===== src/rtl/core/alt_pkg.sv =====
// ----------------------------------------------------------------------------
// Account ledger table package
// Shared types and constants for the ledger cells and the top level.
// ----------------------------------------------------------------------------
package alt_pkg;

  localparam int NumAccounts = 64;
  localparam int CntW        = $clog2(NumAccounts + 1);

  typedef enum logic [2:0] {
    OP_CREATE   = 3'd0,
    OP_GET      = 3'd1,
    OP_TRADE    = 3'd2,
    OP_ADJUST   = 3'd3,
    OP_QUERY    = 3'd4,
    OP_CLEAR    = 3'd5,
    OP_RSVD6    = 3'd6,
    OP_RSVD7    = 3'd7
  } op_t;

  typedef enum logic [1:0] {
    ST_DONE      = 2'd0,
    ST_NOT_FOUND = 2'd1,
    ST_EXISTS    = 2'd2,
    ST_FULL      = 2'd3
  } status_t;

  typedef enum logic [1:0] {
    S_IDLE = 2'd0,
    S_LOOK = 2'd1,
    S_UPD  = 2'd2,
    S_RD   = 2'd3
  } state_t;

  typedef struct packed {
    logic [2:0]         operation;
    logic [31:0]        acct_id;
    logic [31:0]        cpty_id;
    logic               taker_sells;
    logic [31:0]        price;
    logic [30:0]        quantity;
    logic signed [63:0] amount;
  } in_t;

  typedef struct packed {
    logic [1:0]         status;
    logic signed [63:0] balance;
    logic signed [63:0] position;
    logic [63:0]        trades_done;
    logic [63:0]        traded_volume;
    logic               sufficient;
  } out_t;

  typedef struct packed {
    logic [31:0] id;
    logic [63:0] bal;
    logic [63:0] pos;
    logic [63:0] cnt;
    logic [63:0] vol;
  } entry_t;

  typedef struct packed {
    logic [31:0] acct_id;
    logic [31:0] cpty_id;
    logic        taker_sells;
    logic [30:0] qty;
    logic [63:0] notional;
    logic [63:0] amount;
    logic        trade_go;
    logic        adjust_go;
  } cmd_t;

  typedef struct packed {
    logic   found;
    entry_t entry;
  } rd_t;

endpackage


===== src/rtl/core/alt_cell.sv =====
// ----------------------------------------------------------------------------
// Ledger cell
// One account entry: id match, trade/adjust/create update, read chain stage.
// ----------------------------------------------------------------------------
module alt_cell (
  input  logic          clk,
  input  logic          valid,
  input  logic          create_en,
  input  alt_pkg::cmd_t cmd,
  input  alt_pkg::rd_t  rd_in,
  output alt_pkg::rd_t  rd_out,
  output logic          maker_hit,
  output logic          taker_hit
);

  alt_pkg::entry_t entry_r;
  alt_pkg::entry_t entry_nxt;
  logic [63:0]     q64;

  assign maker_hit = valid && (entry_r.id == cmd.acct_id);
  assign taker_hit = valid && (entry_r.id == cmd.cpty_id);
  assign q64       = {33'd0, cmd.qty};

  always_comb begin
    entry_nxt = entry_r;
    if (create_en) begin
      entry_nxt.id  = cmd.acct_id;
      entry_nxt.bal = cmd.amount;
      entry_nxt.pos = '0;
      entry_nxt.cnt = '0;
      entry_nxt.vol = '0;
    end else if (cmd.trade_go && (maker_hit || taker_hit)) begin
      if (maker_hit && taker_hit) begin
        entry_nxt.cnt = entry_r.cnt + 64'd2;
        entry_nxt.vol = entry_r.vol + {q64[62:0], 1'b0};
      end else begin
        entry_nxt.cnt = entry_r.cnt + 64'd1;
        entry_nxt.vol = entry_r.vol + q64;
        if (taker_hit == cmd.taker_sells) begin
          entry_nxt.bal = entry_r.bal + cmd.notional;
          entry_nxt.pos = entry_r.pos - q64;
        end else begin
          entry_nxt.bal = entry_r.bal - cmd.notional;
          entry_nxt.pos = entry_r.pos + q64;
        end
      end
    end else if (cmd.adjust_go && maker_hit) begin
      entry_nxt.bal = entry_r.bal + cmd.amount;
    end
  end

  always_ff @(posedge clk) begin
    entry_r <= entry_nxt;
  end

  // pass read data down the row; ids are unique so at most one cell hits
  always_comb begin
    rd_out = rd_in;
    if (maker_hit) begin
      rd_out.found = 1'b1;
      rd_out.entry = entry_r;
    end
  end

endmodule


===== config.mk =====
export PLATFORM = sky130hd
export DESIGN_NAME = alt_cell
export DESIGN_NICKNAME = d
export VERILOG_FILES = /design/src/rtl/core/alt_pkg.sv /design/src/rtl/core/alt_cell.sv
export SDC_FILE = /design/constraint.sdc
export NUM_CORES = 2
export LEC_CHECK = 0
export ABC_AREA = 1
export BUFFER_PORTS_ARGS = -buffer_cell sky130_fd_sc_hd__buf_2
export CORE_AREA = 2 2 313 315
export DETAILED_ROUTE_END_ITERATION = 10
export DIE_AREA = 0 0 315 317
export PLACE_DENSITY = 0.64
export SLEW_MARGIN = 10
export SYNTH_ARGS = -nofsm -noshare
export SYNTH_HDL_FRONTEND = slang
export SYNTH_SLANG_ARGS = --single-unit

===== constraint.sdc =====
create_clock -name clk -period 4.5 [get_ports clk]
set_input_delay 0.225 -clock clk [delete_from_list [all_inputs] [get_ports clk]]
set_output_delay 0.225 -clock clk [all_outputs]
set_load 0.1 [all_outputs]

# Word level (Yosys, flattened, before mapping)
# Cells that the tools add are included.
# W data, S select, Z words.
# op_classes
n_addsub	9
magnitude_cmp	0
bitwise_logic	1
shift	0
n_eq_ne	4
reduce_logical	9
div	0
n_mux	8
mul	0
# ops
op	count
$mux W128	3
$mux W289	1
$mux W256	1
$mux W192	1
$add A64 B31 Y64	2
$add A64 B64 Y64	2
$mux W64	2
$add A64 B1 Y64 const B	1
$add A64 B2 Y64 const B	1
$add A64 B32 Y64	1
$eq A32 B32 Y1	2
$sub A64 B31 Y64	1
$sub A64 B64 Y64	1
$logic_and A1 B1 Y1	5
$reduce_and A2 Y1	2
$ne A3 B3 Y1 const B	1
$reduce_bool A3 Y1	1
$eq A1 B1 Y1	1
$logic_or A1 B1 Y1	1
$not A1 Y1	1
# word_totals
rom_bits	0
ramBits	0
word_cells	36
memories	0
reg_bits	288
latchBits	0
out_inout_bits	291

# Longest topological paths before layout
# logic_depth
ltp_word	7
mapped_depth	34
ltp_nobuf	32

# Worst setup path after synthesis
# OpenSTA, ideal clock, no wires.
# synth_path
kind	reg-to-output
start	register entry_r[270] in the netlist's numbering
end	output port rd_out[286] in the netlist's numbering
stages_incl_launch_ff	10
t_arrival_ns	3.725
slack_ns	0.550
path_buffers	2
required_time_ns	4.275
cell_sequence	edfxtp_1 -> xnor2_1 -> nand3_1 -> nor2_1 -> nand2_1 -> nor2_1 -> nand4_1 -> clkbuf_1 -> clkbuf_1 -> o21ai_0
# synth_rtl
item	line_no	text
start: declaration	alt_cell.sv:16	alt_pkg::entry_t entry_r;
start signal: assignment	alt_cell.sv:53	entry_r <= entry_nxt;
end: declaration	alt_cell.sv:11	output alt_pkg::rd_t rd_out,

==> results.sh <==
export IMPL_ys_types=48
export IMPL_setup_viol=0
export IMPL_syn_avg_cell_area_um2=5.45
export IMPL_hold_viol_final=0
export IMPL_number_of_antenna_violations_at_the_first_check_in_global_routing=18
export IMPL_detailedRoute_firstIterationViolations=6533
export IMPL_netlist_instances=7933
export IMPL_floorplan_die_height_um=317
export IMPL_synth_warnings=0
export IMPL_edff_count_synth=96
export IMPL_timing_critical_path_slowest_cell_delay_ns=0.47
export IMPL_synth_async_sr_flop_share=0
export IMPL_max_slew_margin_rel=0.387
export IMPL_groute_layer_met1_usage=0.539
export IMPL_global_route_usage_met3=0.0853
export IMPL_flow_area_growth_from_synthesis_pct=22.3
export IMPL_hpwlAfterDp_mm=180
export IMPL_timing_critical_path_arrival_ns=4.27
export IMPL_critical_path_endpoint_type="primary output"
export IMPL_cpMaxStageDelayCell="nand4_1"
export IMPL_setup_worst_path_class="flip-flop to primary output"
export IMPL_ff2ff_setup_slack_ns=0.13
export IMPL_via_count_of_the_first_global_routing_pass=52400
export IMPL_ports_placed_on_the_boundary=809
export IMPL_timing_max_cap_violations=0
export IMPL_floorplan_rows=114
export IMPL_worst_slew_pin_transition_ns=0.919
export IMPL_critical_path_peak_fanout=192
export IMPL_firstDrtPassIters=6
export IMPL_grt_max_degree=193
export IMPL_tritoncts_num_sinks=288
export IMPL_gr_usage_all_layers=0.419
export IMPL_drt_wl_total_mm=221
export IMPL_globalplace_congestion=1.05
export IMPL_port_buffer_count=808
export IMPL_fin_setup_tns_ns=0
export IMPL_p_total_mw=12.4
export IMPL_postSynthRegisterBits=288
export IMPL_post_route_period_util=0.998
export IMPL_drive_gt1_frac=0.150
export IMPL_final_nets=9652
export IMPL_largest_registers="entry_r: 287 flops"
export IMPL_floorplan_initialDensity=0.449
export IMPL_cts_tree="built"
export IMPL_path_clk_slew_ns=0.06
export IMPL_chipWidth_um=315
export IMPL_peakVddDrop_uv=296
export IMPL_p_leak_nw=25.7
export IMPL_clock_skew_final_ns=0.0245
export IMPL_final_max_slew_violation_count=0
export IMPL_cp_cell_sequence="buf_4 -> xnor2_1 -> nand3_1 -> nor2_1 -> nand2_1 -> nor2_1 -> nand4_1 -> buf_12 -> nand2_1 -> nand2_1 -> buf_2"
export IMPL_synthesis_area_um2=43200
export IMPL_yosysSeqAreaShare=0.156
export IMPL_dr_total_vias=57400
export IMPL_core_region_area_um2=96300
export IMPL_finalWorstPathRequiredPeriod_ns=4.49
export IMPL_max_clock_path_buffers=3
export IMPL_timing_reg2reg_worst_path_depth=26
export IMPL_top_register="entry_r"
export IMPL_grt_overflow=0
export IMPL_wire_per_inst_um=21.7
export IMPL_synth_top_flop_cell="dfxtp_1"
export IMPL_die_area_um2=99900
export IMPL_worst_endpoint_required_time_ns=4.28
export IMPL_fraction_of_met2_tracks_used_by_global_routing=0.669
export IMPL_rsz0062_at_grt="true"
export IMPL_ctsRootBufferMaster="clkbuf_16"
export IMPL_critPathMostFrequentCell="nand2_1"
export IMPL_ant_nets=0
export IMPL_mappedNetlistNets=8726
export IMPL_wire_length_of_the_first_global_routing_pass_mm=318
export IMPL_num_fill_cells=10300
export IMPL_outcome="complete, no violations"
export IMPL_flip_flop_count_of_the_largest_register_all_copies_and_words_added=287
export IMPL_fmaxAchievable_mhz=223
export IMPL_cts_max_level=2
export IMPL_cp_start_kind="flip-flop"
export IMPL_power_per_cell_area_nw_per_um2=235
export IMPL_total_drc_errors_in_the_routed_layout=0
export IMPL_clk_insertion_delay_late_ns=0.63
export IMPL_grt_most_used_layer="met2"
export IMPL_avgViaCountPerCell=5.64
export IMPL_hold_path_class="primary input to flip-flop"
export IMPL_number_of_instances_on_the_worst_hold_path=3
export IMPL_cts_made_buffers=40
[repair_timing]
| item | in CTS | in global routing |
|---|---|---|
| hold endpoints to repair | 69 | 0 |
| gates cloned | 1 | 5 |
| pin swaps | 3 | 24 |
| endpoints found under the setup margin | 11 | 80 |
| buffers inserted | 3 | 11 |
| resized for setup | 7 | 241 |
| hold buffers | 69 | 0 |
[routing by layer]
metal  vias up  routed length (µm)
met5         -                  50
met3       566               23600
met2      3151               96900
met4         8               12000
met1     26300               88500
li1      27400                   -
[per-stage QoR]
stage          setup WS, ns  instance area [µm²]  instances   util  hold slack (ns)
2_1_floorplan         0.550                43200       7933      -            0.324
5_1_grt              -0.100                52900      10200  0.549           0.0327
3_5_place_dp         -0.119                49700      10000  0.516            0.435
4_1_cts              0.0207                51700      10100  0.537         0.000816
3_3_place_gp        -0.0990                49700      10000  0.516            0.433
6_report            0.00961                52900      10200  0.549          0.00965
[path summary, 6_finish.rpt]
kind                        startpoint                        end
min reg2reg  entry_r[126]$_SDFFE_PP0P_  entry_r[126]$_SDFFE_PP0P_
max             entry_r[270]$_DFFE_PP_                rd_out[216]
max reg2reg     entry_r[272]$_DFFE_PP_     entry_r[253]$_DFFE_PP_
min                            cmd[28]     entry_r[218]$_DFFE_PP_
[kinds of logic after synthesis]
| logic type | Yosys count | synth area share |
|---|---|---|
| AOI/OAI and AO/OA | 1280 | 0.157 |
| xor gates and xnor gates | 370 | 0.0750 |
| adders and majority gates | 275 | 0.0805 |
| buffers and inverters | 1155 | 0.104 |
| DFF | 288 | 0.156 |
| and+or+nand+nor | 4565 | 0.428 |
[area by class of cell]
cell class / instances / area, µm² / area share
repair buffers: 1090 / 6610 / 0.125
flip-flops and latches: 288 / 6730 / 0.127
diodes: 13 / 32.5 / 0.000615
clock inverters: 21 / 210 / 0.00398
inverters: 947 / 3560 / 0.0673
well taps: 1276 / 1600 / 0.0302
multi-input cells: 6492 / 33000 / 0.625
clock buffers: 51 / 1120 / 0.0212
[where the power goes]
group / total [mW] / switching (mW) / internal, mW / leakage [nW]
registers: 3.04 / 0.222 / 2.82 / 2.48
logic: 6.00 / 4.16 / 1.84 / 22.5
clock network: 3.39 / 1.49 / 1.90 / 0.654
[synthesized netlist by cell type (6+ instances only)]
cell / n / area [µm²]
inv_1: 941 / 3530
dfxtp_1: 192 / 3840
a211oi_1: 6 / 45.0
nor2_1: 1022 / 3840
buf_4: 11 / 82.6
nor3_2: 6 / 60.1
or2_2: 29 / 181
inv_2: 6 / 22.5
a21boi_0: 12 / 90.1
buf_2: 80 / 400
edfxtp_1: 96 / 2880
o211ai_1: 16 / 120
xor2_1: 273 / 2390
buf_1: 9 / 33.8
o21bai_1: 39 / 293
nor2_2: 8 / 50.1
nor4_1: 25 / 156
nand3_1: 428 / 2140
clkbuf_1: 106 / 398
nor3_1: 132 / 661
a21o_1: 24 / 180
xnor2_1: 97 / 850
and2_1: 8 / 50.1
nand3b_1: 34 / 255
ha_1: 270 / 3380
o21ai_1: 35 / 175
o31ai_1: 9 / 67.6
o21ai_0: 494 / 2470
nand4_1: 110 / 688
a31oi_1: 31 / 194
nand2_1: 2746 / 10300
a21oi_1: 576 / 2880
o21a_1: 26 / 195
[critical path: cells and delay by family (launching register included)]
family / cells / cell delay (ns)
DFF: 1 / 0.40
and+or+nand+nor: 7 / 1.72
xor gates and xnor gates: 1 / 0.31
buffers and inverters: 3 / 0.90
[cells in the final DEF (no fill, tap or decap), types with 34 or more instances in the layout]
master	synthesis	routed
o21ai_1	35	65
nand2_1	2746	2708
a21oi_1	576	541
inv_1	941	939
nand3_1	428	417
nor3_1	132	130
buf_4	11	191
nor2_2	8	52
dfxtp_1	192	192
buf_2	80	807
o21ai_0	494	459
ha_1	270	240
nand2_2	3	38
xor2_1	273	273
edfxtp_1	96	96
a21oi_2	0	34
xnor2_1	97	96
nand4_1	110	110
o21bai_1	39	38
clkbuf_16	0	44
nor2_1	1022	960
dlygate4sd3_1	0	69
nand3b_1	34	34
No activity file was read; power rests on OpenSTA's default activity.
